==> src/hw/rtl/i2c_master_controller_core_macros.svh <==
// ---------------------------------------------------------------------------
// I2C master controller assertion macros
// Concurrent assertion helpers, clocked on aclk and disabled in reset.
// ---------------------------------------------------------------------------
`ifndef I2C_MASTER_CONTROLLER_CORE_MACROS_SVH
`define I2C_MASTER_CONTROLLER_CORE_MACROS_SVH

`ifndef SYNTHESIS
// Check that an expression holds at every clock edge
`define I2CM_ASSERT(label, expr, msg) \
    label: assert property (@(posedge aclk) disable iff (!aresetn) (expr)) else $error(msg);
// Check that a condition implies a consequence at the next clock edge
`define I2CM_ASSERT_NEXT(label, ante, cons, msg) \
    label: assert property (@(posedge aclk) disable iff (!aresetn) (ante) |=> (cons)) \
        else $error(msg);
`else
`define I2CM_ASSERT(label, expr, msg)
`define I2CM_ASSERT_NEXT(label, ante, cons, msg)
`endif

`endif

==> src/hw/rtl/i2cm_pkg.sv <==
// ---------------------------------------------------------------------------
// I2C master controller package
// Sequencer states, command codes, line drive bits and result layout.
// ---------------------------------------------------------------------------
`default_nettype none

package i2cm_pkg;

    // Sequencer states: idle, then one per kind of SCL half period in a sequence
    typedef enum logic [3:0] {
        ST_IDLE    = 4'd0,
        ST_START_A = 4'd1,
        ST_START_B = 4'd2,
        ST_RS_A    = 4'd3,
        ST_RS_B    = 4'd4,
        ST_RS_C    = 4'd5,
        ST_STOP_A  = 4'd6,
        ST_STOP_B  = 4'd7,
        ST_STOP_C  = 4'd8,
        ST_WR_LOW  = 4'd9,
        ST_WR_HIGH = 4'd10,
        ST_RD_LOW  = 4'd11,
        ST_RD_HIGH = 4'd12
    } seq_state_t;

    // Command codes
    localparam logic [2:0] OP_START     = 3'd0;
    localparam logic [2:0] OP_RESTART   = 3'd1;
    localparam logic [2:0] OP_STOP      = 3'd2;
    localparam logic [2:0] OP_WRITE     = 3'd3;
    localparam logic [2:0] OP_READ_ACK  = 3'd4;
    localparam logic [2:0] OP_READ_NACK = 3'd5;

    // Configuration register indexes
    localparam logic [1:0] CFG_CLOCK_DIVIDER = 2'd0;
    localparam logic [1:0] CFG_ENABLE        = 2'd1;

    localparam logic [7:0] DIVIDER_RESET = 8'd49;
    localparam logic [3:0] BITS_PER_BYTE = 4'd8;

    // Line drive bits: bit 0 pulls SCL low, bit 1 pulls SDA low
    localparam logic [1:0] LD_NONE = 2'b00;
    localparam logic [1:0] LD_SCL  = 2'b01;
    localparam logic [1:0] LD_SDA  = 2'b10;
    localparam logic [1:0] LD_BOTH = 2'b11;

    // Result layout, lowest bit last
    typedef struct packed {
        logic [1:0] pad;
        logic       command_rejected;
        logic [7:0] read_data;
        logic       not_acknowledged;
        logic       done_res;
        logic       busy_res;
        logic       sda_drive_low;
        logic       scl_drive_low;
    } result_t;

endpackage

`default_nettype wire

==> src/hw/rtl/i2c_master_controller_core.sv <==
// ---------------------------------------------------------------------------
// I2C master controller core
// Single-master I2C sequencer advanced by one tick per input request.
// ---------------------------------------------------------------------------
//  Channel | Direction | Contents
//  s_      | in        | tuser: cmd_valid, operation; tdata: write_data, sda_in
//  m_      | out       | tdata: line drive, busy, done, nack, read_data, reject
//  cfg_    | in        | index 0 clock_divider, index 1 enable
//
//  One tick per request; a request is taken every cycle that s_tready is high,
//  and its result is registered as it is taken. The sequencer state is updated
//  by a single pass of logic per tick. A two-entry output stage (register plus
//  skid) lets one more request in while a result waits; s_tready drops only
//  when both entries are full. Synchronous reset gives no clearing pass.
// ---------------------------------------------------------------------------
`default_nettype none
`include "i2c_master_controller_core_macros.svh"

module i2c_master_controller_core (
    input  wire logic        aclk,
    input  wire logic        aresetn,
    // input ticks
    input  wire logic        s_tvalid,
    output logic             s_tready,
    input  wire logic [15:0] s_tdata,   // [7:0] write_data, [8] sda_in, [15:9] zero
    input  wire logic [3:0]  s_tuser,   // [0] cmd_valid, [3:1] operation
    // results
    output logic             m_tvalid,
    input  wire logic        m_tready,
    output logic [15:0] m_tdata,        // [0] scl_drive_low, [1] sda_drive_low,
                                        // [2] busy_res, [3] done_res,
                                        // [4] not_acknowledged, [12:5] read_data,
                                        // [13] command_rejected, [15:14] zero
    // configuration writes
    input  wire logic        cfg_valid,
    output logic             cfg_ready,
    input  wire logic [1:0]  cfg_index,
    input  wire logic [7:0]  cfg_data
);

    // Configuration registers
    logic [7:0] divider_reg;
    logic       enable_reg;

    // Sequencer state
    i2cm_pkg::seq_state_t state_reg, state_next;
    logic [7:0] hp_cnt_reg, hp_cnt_next;
    logic [3:0] bit_cnt_reg, bit_cnt_next;
    logic [7:0] shift_reg, shift_next;
    logic       ack_choice_reg, ack_choice_next;
    logic       ack_status_reg, ack_status_next;
    logic [7:0] rx_byte_reg, rx_byte_next;
    logic [1:0] drive_reg, drive_next;

    // Output stage
    i2cm_pkg::result_t out_reg, skid_reg, result;
    logic       out_valid_reg, skid_valid_reg;

    logic       s_accept, m_pop;
    logic       cmd_valid;
    logic [2:0] operation;
    logic       done, rej;

    assign cmd_valid = s_tuser[0];
    assign operation = s_tuser[3:1];
    assign s_accept  = s_tvalid && s_tready;
    assign m_pop     = out_valid_reg && m_tready;
    assign s_tready  = !skid_valid_reg;
    assign cfg_ready = 1'b1;
    assign m_tvalid  = out_valid_reg;
    assign m_tdata   = out_reg;

    // Line drive for a half period being entered
    function automatic logic [1:0] drive_for(
        input i2cm_pkg::seq_state_t st,
        input logic [3:0]           bits,
        input logic [7:0]           sh,
        input logic                 ac,
        input logic [1:0]           cur
    );
        logic [1:0] d;
        d = cur;
        unique case (st)
            i2cm_pkg::ST_START_A: d = i2cm_pkg::LD_NONE;
            i2cm_pkg::ST_START_B: d = i2cm_pkg::LD_SDA;
            i2cm_pkg::ST_RS_A:    d = i2cm_pkg::LD_SCL;
            i2cm_pkg::ST_RS_B:    d = i2cm_pkg::LD_NONE;
            i2cm_pkg::ST_RS_C:    d = i2cm_pkg::LD_SDA;
            i2cm_pkg::ST_STOP_A:  d = i2cm_pkg::LD_BOTH;
            i2cm_pkg::ST_STOP_B:  d = i2cm_pkg::LD_SDA;
            i2cm_pkg::ST_STOP_C:  d = i2cm_pkg::LD_NONE;
            i2cm_pkg::ST_WR_LOW, i2cm_pkg::ST_WR_HIGH: begin
                d = (st == i2cm_pkg::ST_WR_LOW) ? i2cm_pkg::LD_SCL : i2cm_pkg::LD_NONE;
                if (bits < i2cm_pkg::BITS_PER_BYTE && !sh[7]) d = d | i2cm_pkg::LD_SDA;
            end
            i2cm_pkg::ST_RD_LOW, i2cm_pkg::ST_RD_HIGH: begin
                d = (st == i2cm_pkg::ST_RD_LOW) ? i2cm_pkg::LD_SCL : i2cm_pkg::LD_NONE;
                if (bits >= i2cm_pkg::BITS_PER_BYTE && !ac) d = d | i2cm_pkg::LD_SDA;
            end
            default: d = cur;
        endcase
        return d;
    endfunction

    // Advance the sequencer by one tick
    always_comb begin
        state_next      = state_reg;
        hp_cnt_next     = hp_cnt_reg;
        bit_cnt_next    = bit_cnt_reg;
        shift_next      = shift_reg;
        ack_choice_next = ack_choice_reg;
        ack_status_next = ack_status_reg;
        rx_byte_next    = rx_byte_reg;
        drive_next      = drive_reg;
        done            = 1'b0;
        rej             = 1'b0;

        if (!enable_reg) begin
            // disabled: release the bus and drop any sequence
            state_next   = i2cm_pkg::ST_IDLE;
            hp_cnt_next  = '0;
            bit_cnt_next = '0;
            drive_next   = i2cm_pkg::LD_NONE;
            rej          = cmd_valid;
        end else if (state_reg != i2cm_pkg::ST_IDLE) begin
            rej = cmd_valid;
            if (hp_cnt_reg != '0) begin
                hp_cnt_next = hp_cnt_reg - 8'd1;
            end else begin
                // half period over: step to the next one or finish
                hp_cnt_next = divider_reg;
                unique case (state_reg)
                    i2cm_pkg::ST_START_A: state_next = i2cm_pkg::ST_START_B;
                    i2cm_pkg::ST_RS_A:    state_next = i2cm_pkg::ST_RS_B;
                    i2cm_pkg::ST_RS_B:    state_next = i2cm_pkg::ST_RS_C;
                    i2cm_pkg::ST_STOP_A:  state_next = i2cm_pkg::ST_STOP_B;
                    i2cm_pkg::ST_STOP_B:  state_next = i2cm_pkg::ST_STOP_C;
                    i2cm_pkg::ST_WR_LOW:  state_next = i2cm_pkg::ST_WR_HIGH;
                    i2cm_pkg::ST_RD_LOW:  state_next = i2cm_pkg::ST_RD_HIGH;
                    i2cm_pkg::ST_START_B, i2cm_pkg::ST_RS_C: begin
                        state_next = i2cm_pkg::ST_IDLE;
                        drive_next = i2cm_pkg::LD_BOTH;
                        done       = 1'b1;
                    end
                    i2cm_pkg::ST_STOP_C: begin
                        state_next = i2cm_pkg::ST_IDLE;
                        drive_next = i2cm_pkg::LD_NONE;
                        done       = 1'b1;
                    end
                    i2cm_pkg::ST_WR_HIGH: begin
                        if (bit_cnt_reg < i2cm_pkg::BITS_PER_BYTE) begin
                            shift_next   = {shift_reg[6:0], 1'b0};
                            bit_cnt_next = bit_cnt_reg + 4'd1;
                            state_next   = i2cm_pkg::ST_WR_LOW;
                        end else begin
                            ack_status_next = s_tdata[8];
                            state_next      = i2cm_pkg::ST_IDLE;
                            drive_next      = i2cm_pkg::LD_SCL;
                            done            = 1'b1;
                        end
                    end
                    i2cm_pkg::ST_RD_HIGH: begin
                        if (bit_cnt_reg < i2cm_pkg::BITS_PER_BYTE) begin
                            shift_next   = {shift_reg[6:0], s_tdata[8]};
                            bit_cnt_next = bit_cnt_reg + 4'd1;
                            state_next   = i2cm_pkg::ST_RD_LOW;
                        end else begin
                            rx_byte_next = shift_reg;
                            state_next   = i2cm_pkg::ST_IDLE;
                            drive_next   = i2cm_pkg::LD_SCL;
                            done         = 1'b1;
                        end
                    end
                    default: begin
                        state_next = i2cm_pkg::ST_IDLE;
                        drive_next = i2cm_pkg::LD_NONE;
                    end
                endcase
                if (state_next == i2cm_pkg::ST_IDLE) begin
                    hp_cnt_next  = '0;
                    bit_cnt_next = '0;
                end else begin
                    drive_next = drive_for(state_next, bit_cnt_next, shift_next,
                                           ack_choice_next, drive_reg);
                end
            end
        end else if (cmd_valid) begin
            // idle: decode a new command
            bit_cnt_next = '0;
            hp_cnt_next  = divider_reg;
            unique case (operation) inside
                i2cm_pkg::OP_START:   state_next = i2cm_pkg::ST_START_A;
                i2cm_pkg::OP_RESTART: state_next = i2cm_pkg::ST_RS_A;
                i2cm_pkg::OP_STOP:    state_next = i2cm_pkg::ST_STOP_A;
                i2cm_pkg::OP_WRITE: begin
                    shift_next = s_tdata[7:0];
                    state_next = i2cm_pkg::ST_WR_LOW;
                end
                i2cm_pkg::OP_READ_ACK, i2cm_pkg::OP_READ_NACK: begin
                    shift_next      = '0;
                    ack_choice_next = (operation == i2cm_pkg::OP_READ_NACK);
                    state_next      = i2cm_pkg::ST_RD_LOW;
                end
                default: begin
                    hp_cnt_next = hp_cnt_reg;
                    rej         = 1'b1;
                end
            endcase
            if (state_next != i2cm_pkg::ST_IDLE) begin
                drive_next = drive_for(state_next, bit_cnt_next, shift_next,
                                       ack_choice_next, drive_reg);
            end
        end

        result                  = '0;
        result.scl_drive_low    = drive_next[0];
        result.sda_drive_low    = drive_next[1];
        result.busy_res         = (state_next != i2cm_pkg::ST_IDLE);
        result.done_res         = done;
        result.not_acknowledged = ack_status_next;
        result.read_data        = rx_byte_next;
        result.command_rejected = rej;
    end

    // Hold configuration; writes beyond the register list are dropped
    always_ff @(posedge aclk) begin
        if (!aresetn) begin
            divider_reg <= i2cm_pkg::DIVIDER_RESET;
            enable_reg  <= 1'b0;
        end else if (cfg_valid && cfg_ready) begin
            if (cfg_index == i2cm_pkg::CFG_CLOCK_DIVIDER) divider_reg <= cfg_data;
            if (cfg_index == i2cm_pkg::CFG_ENABLE)        enable_reg  <= cfg_data[0];
        end
    end

    // Update the sequencer on each accepted tick
    always_ff @(posedge aclk) begin
        if (!aresetn) begin
            state_reg      <= i2cm_pkg::ST_IDLE;
            hp_cnt_reg     <= '0;
            bit_cnt_reg    <= '0;
            shift_reg      <= '0;
            ack_choice_reg <= 1'b0;
            ack_status_reg <= 1'b0;
            rx_byte_reg    <= '0;
            drive_reg      <= i2cm_pkg::LD_NONE;
        end else if (s_accept) begin
            state_reg      <= state_next;
            hp_cnt_reg     <= hp_cnt_next;
            bit_cnt_reg    <= bit_cnt_next;
            shift_reg      <= shift_next;
            ack_choice_reg <= ack_choice_next;
            ack_status_reg <= ack_status_next;
            rx_byte_reg    <= rx_byte_next;
            drive_reg      <= drive_next;
        end
    end

    // Output register and skid entry
    always_ff @(posedge aclk) begin
        if (!aresetn) begin
            out_valid_reg  <= 1'b0;
            skid_valid_reg <= 1'b0;
        end else if (s_accept) begin
            if (!out_valid_reg || (m_pop && !skid_valid_reg)) begin
                out_valid_reg <= 1'b1;
            end else if (!m_pop) begin
                skid_valid_reg <= 1'b1;
            end
        end else if (m_pop) begin
            if (skid_valid_reg) begin
                skid_valid_reg <= 1'b0;
            end else begin
                out_valid_reg <= 1'b0;
            end
        end
    end

    // Result payload
    always_ff @(posedge aclk) begin
        if (s_accept) begin
            if (!out_valid_reg || (m_pop && !skid_valid_reg)) begin
                out_reg <= result;
            end else if (m_pop) begin
                out_reg  <= skid_reg;
                skid_reg <= result;
            end else begin
                skid_reg <= result;
            end
        end else if (m_pop && skid_valid_reg) begin
            out_reg <= skid_reg;
        end
    end

    // Checks
    `I2CM_ASSERT(a_skid_behind_out, !skid_valid_reg || out_valid_reg,
                 "skid entry holds a result while the output register is empty")
    `I2CM_ASSERT(a_idle_counters_clear,
                 state_reg != i2cm_pkg::ST_IDLE || (hp_cnt_reg == '0 && bit_cnt_reg == '0),
                 "idle sequencer left counters non-zero")
    `I2CM_ASSERT(a_bit_count_range, bit_cnt_reg <= i2cm_pkg::BITS_PER_BYTE,
                 "bit counter beyond one byte")
    `I2CM_ASSERT_NEXT(a_disable_to_idle, s_accept && !enable_reg,
                      state_reg == i2cm_pkg::ST_IDLE,
                      "disabled tick left a sequence running")
    `I2CM_ASSERT_NEXT(a_stall_fills_skid,
                      s_accept && out_valid_reg && !m_tready && !skid_valid_reg,
                      skid_valid_reg && out_valid_reg,
                      "stalled result not held in skid entry")

endmodule

`default_nettype wire

==> config.mk <==
export PLATFORM = sky130hd
export DESIGN_NAME = i2c_master_controller_core
export DESIGN_NICKNAME = d
export VERILOG_FILES = /design/src/hw/rtl/i2cm_pkg.sv /design/src/hw/rtl/i2c_master_controller_core.sv
export VERILOG_INCLUDE_DIRS = /design/src /design/src/hw/rtl
export SDC_FILE = /design/constraint.sdc
export NUM_CORES = 1
export LEC_CHECK = 0
export BUFFER_PORTS_ARGS = -buffer_cell sky130_fd_sc_hd__buf_2
export CORE_MARGIN = 2
export CORE_UTILIZATION = 50
export CTS_BUF_LIST = sky130_fd_sc_hd__clkbuf_16
export CTS_CLUSTER_SIZE = 8
export DETAILED_ROUTE_END_ITERATION = 7
export PLACE_DENSITY = 0.73
export SLEW_MARGIN = 30
export SYNTH_ARGS = -nofsm -noshare
export SYNTH_HDL_FRONTEND = slang
export SYNTH_SLANG_ARGS = --single-unit
==> constraint.sdc <==
create_clock -name aclk -period 7.6 [get_ports aclk]
set_input_delay 1.52 -clock aclk [delete_from_list [all_inputs] [get_ports aclk]]
set_output_delay 1.52 -clock aclk [all_outputs]
set_load 0.02 [all_outputs]
Word level (Yosys, flattened, before mapping):

Cells that the tools add are included.

* order comparisons: 3
* reduce and logical (&&, ||, !) cells: 46
* add/subtract/negate cells: 2
* equal/unequal tests: 55
* bitwise logic cells: 2
* muxes and demuxes: 91

Operator list (count)
* $mux W8: 22
* $mux W4: 22
* $mux W16: 4
* $eq A4 B4 Y1 const B: 15
* $eq A4 B3 Y1 const B: 12
* $pmux W4 S9: 1
* $pmux W8 S2: 2
* $mux W1: 25
* $eq A4 B2 Y1 const B: 6
* $pmux W2 S6: 2
* $mux W2: 10
* $pmux W4 S5: 1
* $reduce_or A3 Y1: 5
* $reduce_or A2 Y1: 7
* $eq A4 B1 Y1 const B: 3
* $reduce_and A3 Y1: 4
* $reduce_bool A4 Y1: 3
* $lt A4 B4 Y1 const B: 2
* $ne A4 B4 Y1 const B: 2
* $reduce_and A2 Y1: 4
* $reduce_and A8 Y1: 1
* $reduce_bool A8 Y1: 1
* $sub A8 B1 Y8 const B: 1
* $reduce_or A7 Y1: 1
* 26 further kinds: 43

* flip-flop bits (word level): 77
* input port bits: 35
* word-level logic and storage cells: 227
* output and inout port bits: 19

Longest topological paths before layout:

Gate-level depths: netlist of the first run.

* word-level depth: 16
* gate-level depth with buffers: 9

Worst setup path after synthesis of the first run:

No wires, ideal clock.

* path kind: input-to-reg
* start point: input port s_tuser[2]
* end point: register out_reg (netlist bit m_tdata[2]), data pin
* arrival: 3.081 ns
* stages on the path: 7
* path slack: 4.259 ns
* cell sequence: clkbuf_1 -> and2_1 -> a2bb2oi_1 -> o21ai_0 -> a311oi_1 -> or4_4 -> mux2_2

RTL lines
* start, declared: line i2c_master_controller_core.sv:26 `input wire logic [3:0] s_tuser,`
* end signal, assigned: line i2c_master_controller_core.sv:283 `out_reg <= result;`
* end signal, assigned: line i2c_master_controller_core.sv:285 `out_reg <= skid_reg;`
* end signal, assigned: line i2c_master_controller_core.sv:291 `out_reg <= skid_reg;`
* end, declared: line i2c_master_controller_core.sv:56 `i2cm_pkg::result_t out_reg, skid_reg, result;`

Final worst setup path of the first run:

* start point: input port s_tuser[2]
* end point: register out_reg (netlist bit m_tdata[1]), data pin

* cells in the longest elaborated chain, start to end: 15
* elaborated cells on any way between the ends: 40

Ends and longest elaborated chain
* $eq A3 B3 Y1 (no source line)
* $reduce_or A2 Y1: line i2c_master_controller_core.sv:191 `unique case (operation) inside`
* $pmux W4 S5: line i2c_master_controller_core.sv:191
* $mux W4: line i2c_master_controller_core.sv:187 `end else if (cmd_valid) begin`
* $mux W4: line i2c_master_controller_core.sv:125 `end else if (state_reg != i2cm_pkg::ST_IDLE) begin`
* $mux W4: line i2c_master_controller_core.sv:118 `if (!enable_reg) begin`
* $eq A4 B4 Y1 (tied with other cells): line i2c_master_controller_core.sv:83 `unique case (st)`
* $reduce_or A3 Y1 (no source line) or $reduce_or A2 Y1 (tied branches)
* $pmux W2 S6: line i2c_master_controller_core.sv:83
* $mux W2 (*): line i2c_master_controller_core.sv:209 `if (state_next != i2cm_pkg::ST_IDLE) begin`
* $mux W2 (*): line i2c_master_controller_core.sv:187
* $mux W2 (*): line i2c_master_controller_core.sv:125
* $mux W2 (*): line i2c_master_controller_core.sv:118
* via drive_next[1]: line i2c_master_controller_core.sv:53 `logic [1:0] drive_reg, drive_next;`
* $mux W16 (*): line i2c_master_controller_core.sv:282 `if (!out_valid_reg || (m_pop && !skid_valid_reg)) begin`
* $mux W16 (*): line i2c_master_controller_core.sv:281 `if (s_accept) begin`

Mark *: on every way through the listed nets, which the timed path passes. The rest lies on a longest branch. The select of a mux whose other input is x is not followed.
A chain may end at the register's enable or synchronous reset.

==> metrics.csv, run 1 <==
stage,metric,value,unit
sta,finClkSkew,0.00825,ns
floorplanning,core-area,0.00777,sq mm
sta,post-route-period-util,42.8,%
synthesis,synth_seq_cells,75,
synthesis,syn_inst,443,
sta,fmax,307,MHz
synthesis,syn_area,0.00405,sq mm
setup_path,critPathArrivalTime,3.45,ns
sta,finalSetupViolCount,0,
setup_path,start_kind,input pin,
routing,drcViolationCount,0,
routing,avgViaCountPerCell,5.97,
sta,hold_violations,0,
layout,final_cell_mix,"nand2_1 (49), dfxtp_1 (46), buf_2 (43)",
global_routing,grt_pass1_vias,3286,
routing,drt_iter0_drc,330,
placed_design,gp_congestion,0.938,
setup_path,path_max_fanout,11,
cts,cts_tree,yes,
global_routing,grt_overflow,0,
global_routing,grt_pass1_wl,15700,um
cts,clkSinkCount,75,
global_routing,track_usage,22.5,%
setup_path,cp-end-kind,flop,
sta,holdWs,0.477,ns
cts,clk_latency,0.33,ns
cts,holdBufCountCts,0,
layout,fin_area,0.00457,sq mm
layout,drive_above_1_share,20.2,%
floorplanning,die_h,94.0,um
layout,num_antenna_cells,0,
hold_path,min_path_type,reg -> reg,
power,ir_drop,0.000134,V
cts,ctsResizeCount,0,
placed_design,detailed_place.area,0.00427,sq mm
routing,first_pass_iters,5,
sta,slew_headroom,40.3,%
sta,worstMarginPinSlew,0.887,ns
cts,clk_pin_slew,0.06,ns
floorplanning,io_pins,54,
routing,wl_per_cell,16.4,um
cts,clockBufferDepth,2,
sta,setup-tns-final,0,ns
sta,slew_violations,0,
sta,finalCriticalPeriod,3.26,ns
cts,cts_root_buf,clkbuf_16,
flow_run,cap_violations,0,
cts,post_cts.repair.setup_buffers,0,
setup_path,worst_ep_required_time,7.80,ns
placed_design,dp_hpwl,6450,um
synthesis,async_flop_share,0,%
synthesis,synth_edf_count,28,
floorplanning,die_w,94.0,um
synthesis,yosysSeqAreaShare,44.0,%
sta,rsz0062_at_grt,no,
synthesis,yosys-top-cells-area,"dfxtp_1 (23%), edfxtp_1 (21%), mux2_2 (5.3%), a21oi_1 (4.8%), nand2_1 (4.5%)",
floorplanning,rows,32,
layout,syn_to_final_growth,12.8,%
cts,cts_buffers,9,
floorplanning,start_util,52.1,%
synthesis,synth_cell_types,65,
outcome,status,completed,
setup_path,path_class,in -> reg,
synthesis,synth_top_area_share,23.3,%
synthesis,ys_warn_count,0,
global_routing,grt_max_degree,38,
routing,vias,3442,
layout,final_common_cell,nand2_1,
placed_design,numPortBuffers,43,
synthesis,ys_dominant_reg_cell,dfxtp_1,
layout,nNetsFinal,508,
floorplanning,dieArea,0.00883,sq mm
power,power.leakage,0.00171,uW
power,powerDensity,209,mW/mm^2
synthesis,synth.largest_area_cell,dfxtp_1,
synthesis,avgSynthCellArea,9.13,sq um
global_routing,antenna_found_initial,0,
routing,routed_wl,9440,um
cts,cts_max_level,3,
routing,ant_nets,0,
==> report_power, final <==
part,internal [uW],switching (uW),total [uW]
Sequential,429,9.79,439
Combinational,37.2,65.4,103
Clock,229,186,415
Total,696,261,956
==> cell type report <==
| cell class | instances | area [sq um] |
|---|---|---|
| Clock buffer | 9 | 225 |
| Multi-Input combinational cell | 324 | 2070 |
| Inverter | 14 | 52.6 |
| Tap cell | 102 | 128 |
| Timing Repair Buffer | 46 | 238 |
| Clock inverter | 7 | 65.1 |
| Sequential cell | 75 | 1780 |
| Fill cell | 681 | 3200 |
==> worst paths after layout <==
path                  start            end  slack, ns  cells after the start
max              s_tuser[2]     m_tdata[1]       4.34                      7
min          divider_reg[2]  hp_cnt_reg[2]       0.48                      2
max reg2reg    state_reg[1]     m_tdata[1]       4.48                      6
min reg2reg  divider_reg[2]  hp_cnt_reg[2]       0.48                      2
==> synth_stat cells, drive strengths merged, types with 4 or more instances <==
cell	n
mux2	19
a21oi	39
nand2b	4
o21ai	32
a31oi	7
mux2i	11
xnor2	4
nor2	24
nor3	17
inv	14
nand2	50
a221oi	9
and3	6
nand3	9
buf	13
dfxtp	47
a22oi	4
and2	4
edfxtp	28
clkbuf	18
o31ai	6
nor2b	14
nor4	8
==> routing by layer <==
layer / global-route usage (%) / vias up / share of wire (%) / wire, um
met5: 0 / - / 0 / 0
met4: 8.94 / 0 / 2.1 / 195
met3: 3.77 / 24 / 6.3 / 598
met2: 38.2 / 118 / 48 / 4560
met1: 28.4 / 1613 / 43 / 4080
li1: - / 1687 / - / -
==> worst max-delay path, stage by stage <==
cell       delay [ns]
buf_2            0.17
and2_1           0.20
o2bb2ai_1        0.12
a32oi_1          0.25
a221oi_1         0.12
nor4_1           0.78
mux2_2           0.29
==> stage by stage <==
stage / power [uW] / instances / utilization [%] / worst slack [ns]
finish: 956 / 577 / 58.8 / 4.34
global route: 992 / 577 / 58.8 / 4.23
CTS: 962 / 577 / 58.7 / 4.41
detailed placement: 549 / 561 / 55.0 / 4.07
global placement: 546 / 561 / 54.9 / 4.18
floorplan: 519 / 444 / - / 4.26
==> cells by family after synthesis <==
family	after synthesis	share of synthesized area, %
compound gates	133	21.2
xor+xnor	7	1.52
fa+ha+maj	3	0.928
buf+inv	45	4.95
flops	75	44.0
mux	30	8.01
other cells	2	0.186
simple gates	148	19.2
Note: power is estimated with default switching activity, not from simulation.
==> run 2, diff against run 1 <==
--- a/config.mk
+++ b/config.mk
@@ -6,13 +6,14 @@
 export SDC_FILE = /design/constraint.sdc
 export NUM_CORES = 1
 export LEC_CHECK = 0
+export ABC_AREA = 1
 export BUFFER_PORTS_ARGS = -buffer_cell sky130_fd_sc_hd__buf_2
 export CORE_MARGIN = 2
 export CORE_UTILIZATION = 50
 export CTS_BUF_LIST = sky130_fd_sc_hd__clkbuf_16
 export CTS_CLUSTER_SIZE = 8
 export DETAILED_ROUTE_END_ITERATION = 7
-export PLACE_DENSITY = 0.73
+export PLACE_DENSITY = 0.75
 export SLEW_MARGIN = 30
 export SYNTH_ARGS = -nofsm -noshare
 export SYNTH_HDL_FRONTEND = slang
==> constraint.sdc (replaced) <==
create_clock -name aclk -period 2.8 [get_ports aclk]
set_input_delay 0.56 -clock aclk [delete_from_list [all_inputs] [get_ports aclk]]
set_output_delay 0.56 -clock aclk [all_outputs]
set_load 0.02 [all_outputs]
==> metrics.csv, run 2 <==
stage,metric,value,unit
sta,setup-tns-final,0,ns
synthesis,avgSynthCellArea,7.47,sq um
routing,vias,3801,
routing,wl_per_cell,13.3,um
synthesis,ys_warn_count,0,
routing,drt_iter0_drc,306,
cts,ctsResizeCount,0,
floorplanning,core-area,0.00822,sq mm
setup_path,start_kind,flop,
power,powerDensity,591,mW/mm^2
synthesis,yosys-top-cells-area,"dfxtp_1 (22%), edfxtp_1 (20%), nand2_1 (11%), a21oi_1 (6.0%), o21ai_0 (5.7%)",
synthesis,async_flop_share,0,%
floorplanning,io_pins,54,
routing,routed_wl,9600,um
sta,slew_violations,0,
floorplanning,start_util,51.7,%
cts,cts_root_buf,clkbuf_16,
cts,clk_latency,0.34,ns
placed_design,dp_hpwl,6870,um
cts,clockBufferDepth,2,
flow_run,cap_violations,0,
setup_path,cp-end-kind,flop,
layout,nNetsFinal,648,
global_routing,antenna_found_initial,0,
global_routing,grt_pass1_vias,3549,
synthesis,syn_inst,569,
global_routing,grt_use_met1,27.2,%
sta,finClkSkew,0.00762,ns
sta,post-route-period-util,77.1,%
placed_design,place_ws,0.646,ns
global_routing,track_usage,22.3,%
setup_path,worst_ep_required_time,3.03,ns
placed_design,numPortBuffers,43,
sta,finalSetupViolCount,0,
sta,timing.final.ws_setup,0.640,ns
synthesis,ys_dominant_reg_cell,dfxtp_1,
sta,rsz0062_at_grt,no,
layout,final_cell_mix,"nand2_1 (120), inv_1 (63), nor2_1 (59)",
global_routing,grt_pass1_wl,15900,um
layout,drive_above_1_share,18.4,%
synthesis,syn_area,0.00425,sq mm
synthesis,synth.largest_area_cell,dfxtp_1,
setup_path,critPathArrivalTime,2.39,ns
power,ir_drop,0.000374,V
cts,cts_tree,yes,
sta,hold_violations,0,
global_routing,grt_use_met3,4.93,%
floorplanning,dieArea,0.00926,sq mm
sta,finalCriticalPeriod,2.16,ns
sta,slew_headroom,58.6,%
sta,worstMarginPinSlew,0.621,ns
cts,clkSinkCount,75,
layout,syn_to_final_growth,13.3,%
routing,ant_nets,0,
global_routing,busiest_layer,met2,
synthesis,synth_edf_count,28,
cts,cts_buffers,9,
synthesis,synth_seq_cells,75,
cts,holdBufCountCts,0,
hold_path,min_path_type,in -> reg,
cts,cts_max_level,3,
synthesis,yosysSeqAreaShare,41.9,%
layout,num_antenna_cells,0,
placed_design,gp_congestion,0.932,
global_routing,grtUsageMet2,38.1,%
synthesis,synth_cell_types,39,
outcome,status,completed,
floorplanning,rows,33,
cts,clk_pin_slew,0.06,ns
layout,final_common_cell,nand2_1,
routing,first_pass_iters,4,
floorplanning,die_h,96.2,um
routing,drcViolationCount,0,
routing,avgViaCountPerCell,5.28,
power,power.leakage,0.00220,uW
synthesis,yosysMostFrequentCell,nand2_1,
cts,post_cts.repair.setup_buffers,0,
floorplanning,die_w,96.2,um
setup_path,path_class,reg -> reg,
synthesis,synth_top_area_share,22.1,%
setup_path,path_max_fanout,18,
global_routing,grt_max_degree,31,
synthesis,synth_common_cells,"nand2_1 (120), inv_1 (63), nor2_1 (59)",
global_routing,grt_overflow,0,
sta,fmax,463,MHz
## run 2: final cells by class
| type | count | area (sq um) |
|---|---|---|
| clock buffers | 9 | 225 |
| well taps | 105 | 131 |
| inverters | 77 | 289 |
| fillers | 743 | 3400 |
| repair buffers | 53 | 290 |
| clock inverters | 7 | 68.8 |
| multi-input cells | 394 | 2030 |
| flip-flops and latches | 75 | 1780 |
## run 2: where the power goes
| part | switching, uW | internal, uW |
|---|---|---|
| combinational | 322 | 158 |
| clock | 503 | 625 |
| sequential | 37.0 | 1200 |
| total | 862 | 1980 |
## run 2: critical path: stages, from the launching register on
cell and delay, ns:
dfxtp_1 0.72, nor2_8 0.07, nand2_8 0.19, nand2_4 0.13, a21oi_2 0.21, and3_1 0.50
nand2_1 0.10, nand2_1 0.08, nor2_1 0.04
## run 2: metrics by stage
stage | utilization, % | power, uW | instances | instance area [sq um] | hold slack, ns
finish | 58.6 | 2850 | 720 | 4820 | 0.439
detailed placement | 55.0 | 1730 | 704 | 4520 | 0.459
CTS | 58.6 | 2850 | 720 | 4820 | 0.446
floorplan | - | 1610 | 570 | 4260 | 0.429
global route | 58.6 | 2960 | 720 | 4820 | 0.464
global placement | 55.0 | 1720 | 704 | 4520 | 0.448
## run 2: worst paths after layout
kind,slack (ns),start,cells past startpoint,end
max,0.64,state_reg[2],8,shift_reg[1]
min,0.44,cfg_data[5],3,divider_reg[5]
max reg2reg,0.64,state_reg[2],8,shift_reg[1]
min reg2reg,0.47,divider_reg[7],2,divider_reg[7]
## run 2: metal layers
metal / vias up / routed length (um)
met4: 0 / 212
li1: 1944 / -
met1: 1723 / 4250
met5: - / 0
met3: 22 / 489
met2: 112 / 4650
## run 2: cell families (layout without fill, tap and decap cells)
family | after synthesis | count (layout) | synth area share [%]
fa+ha+maj | 3 | 3 | 0.883
xor+xnor | 4 | 4 | 0.824
buf+inv | 101 | 146 | 10.4
other cells | 2 | 3 | 0.177
compound gates | 137 | 137 | 17.7
flops | 75 | 75 | 41.9
simple gates | 247 | 247 | 28.0
==> run 3, diff against run 2 <==
--- a/config.mk
+++ b/config.mk
@@ -13,7 +13,7 @@
 export CTS_BUF_LIST = sky130_fd_sc_hd__clkbuf_16
 export CTS_CLUSTER_SIZE = 8
 export DETAILED_ROUTE_END_ITERATION = 7
-export PLACE_DENSITY = 0.75
+export PLACE_DENSITY = 0.72
 export SLEW_MARGIN = 30
 export SYNTH_ARGS = -nofsm -noshare
 export SYNTH_HDL_FRONTEND = slang
==> constraint.sdc (replaced) <==
create_clock -name aclk -period 2.1 [get_ports aclk]
set_input_delay 0.42 -clock aclk [delete_from_list [all_inputs] [get_ports aclk]]
set_output_delay 0.42 -clock aclk [all_outputs]
set_load 0.02 [all_outputs]
==> metrics.csv, run 3 (synthesized netlist as in run 2, its figures left out) <==
stage,metric,value,unit
placed_design,gp_congestion,0.930,
routing,routed_wl,10200,um
cts,cts_max_level,3,
layout,fill_cells,737,
layout,finalNonFillerCells,733,
cts,clk_latency,0.34,ns
setup_path,worst_ep_required_time,2.34,ns
floorplanning,start_util,51.7,%
sta,fmax,500,MHz
cts,clk_pin_slew,0.07,ns
layout,seqCellArea,0.00179,sq mm
power,powerDensity,771,mW/mm^2
floorplanning,die_w,96.2,um
routing,ant_nets,0,
cts,clockBufferDepth,2,
cts,cts_buffers,9,
layout,fin_util,60.6,%
routing,avgViaCountPerCell,5.40,
sta,slew_violations,0,
layout,syn_to_final_growth,17.1,%
routing,top_layer,met4,
floorplanning,io_pins,54,
layout,final_cell_mix,"nand2_1 (117), inv_1 (63), nor2_1 (59)",
sta,post-route-period-util,95.2,%
layout,final_common_cell,nand2_1,
setup_path,path_max_fanout,8,
routing,vias,3959,
floorplanning,dieArea,0.00926,sq mm
sta,finalSetupViolCount,0,
global_routing,antenna_found_initial,0,
layout,multi_input_area,0.00209,sq mm
power,power.total,3840,uW
routing,wl_met1,4170,um
global_routing,grt_pass1_wl,16000,um
cts,holdBufCountCts,0,
placed_design,numPortBuffers,43,
sta,finalCriticalPeriod,2.00,ns
placed_design,dp_hpwl,7160,um
global_routing,grt_max_degree,31,
floorplanning,core-area,0.00822,sq mm
layout,num_antenna_cells,0,
floorplanning,die_h,96.2,um
layout,nNetsFinal,661,
routing,drcViolationCount,0,
power,ir_drop,0.000388,V
routing,wl_met3,615,um
routing,drt_iter0_drc,413,
outcome,status,completed,
cts,cts_tree,yes,
setup_path,critPathArrivalTime,2.23,ns
cts,cts_root_buf,clkbuf_16,
routing,first_pass_iters,5,
setup_path,cp-end-kind,flop,
placed_design,dp.cells,713,
global_routing,track_usage,22.6,%
global_routing,grt_overflow,0,
routing,wl_met2,5120,um
setup_path,start_kind,flop,
routing,wl_per_cell,13.9,um
hold_path,min_path_type,in -> reg,
sta,finClkSkew,0.0112,ns
global_routing,grt_pass1_vias,3574,
cts,clkSinkCount,75,
sta,setup-tns-final,0,ns
sta,hold_violations,0,
flow_run,cap_violations,0,
layout,drive_above_1_share,21.0,%
floorplanning,rows,33,
setup_path,path_class,reg -> reg,
power,power.leakage,0.00225,uW
run 3: cell count changes in the layout (fill, tap and decap cells not counted), moves of 2 or more:
cell     before  now
buf_4        10   21
dfxtp_1      47   44
dfxtp_2       0    3
nand2_1     120  117
nand2_2       2    5
o21ai_0      48   46
o21ai_1      14   16
o21ai_2       9    5
o21ai_4       0    4
run 3: layer usage:
layer,vias to the layer above,global-route usage [%]
met5,-,0
li1,1982,-
met1,1810,26.3
met4,0,10.7
met2,144,39.4
met3,23,4.70
run 3: path summary, 6_finish.rpt:
kind	depth (start not counted)	from	slack [ns]	to
min reg2reg	2	divider_reg[6]	0.47	divider_reg[6]
max reg2reg	11	hp_cnt_reg[0]	0.10	rx_byte_reg[5]
min	3	cfg_data[5]	0.29	divider_reg[5]
max	11	hp_cnt_reg[0]	0.10	rx_byte_reg[5]
run 3: layout make-up:
type                    count  share of cell area [%]
inverters                  77                    5.81
clock inverters             7                    1.41
well taps                 105                    2.64
clock buffers               9                    4.52
flip-flops and latches     75                    35.9
multi-input cells         395                    42.0
repair buffers             65                    7.72
run 3: repair_timing:
| item | CTS | global route |
|---|---|---|
| endpoints found under the setup margin | 0 | 26 |
| gates resized for setup | 0 | 15 |
| setup buffers | 0 | 3 |
run 3: report_power, final:
part / total (uW) / leakage [uW] / switching (uW) / internal [uW]
Combinational: 677 / 0.00146 / 443 / 233
Sequential: 1650 / 0.000649 / 51.3 / 1600
Clock: 1510 / 0.000142 / 675 / 833
Total: 3840 / 0.00225 / 1170 / 2670
run 3: per-stage QoR:
stage	area, sq um	setup slack (ns)	hold slack [ns]
floorplan	4260	0.180	0.429
global placement	4590	0.136	0.455
detailed placement	4590	0.0915	0.459
CTS	4880	0.0777	0.292
global route	4980	-0.0605	0.310
finish	4980	0.102	0.293
run 3: critical path: stages, from the launching register on:
cell     delay [ns]
dfxtp_1        0.34
inv_1          0.09
ha_1           0.16
nand3_2        0.11
nor2_8         0.17
nand2_8        0.10
nor2_4         0.18
nand3_4        0.21
o21ai_2        0.22
inv_2          0.06
o21ai_1        0.18
inv_1          0.07
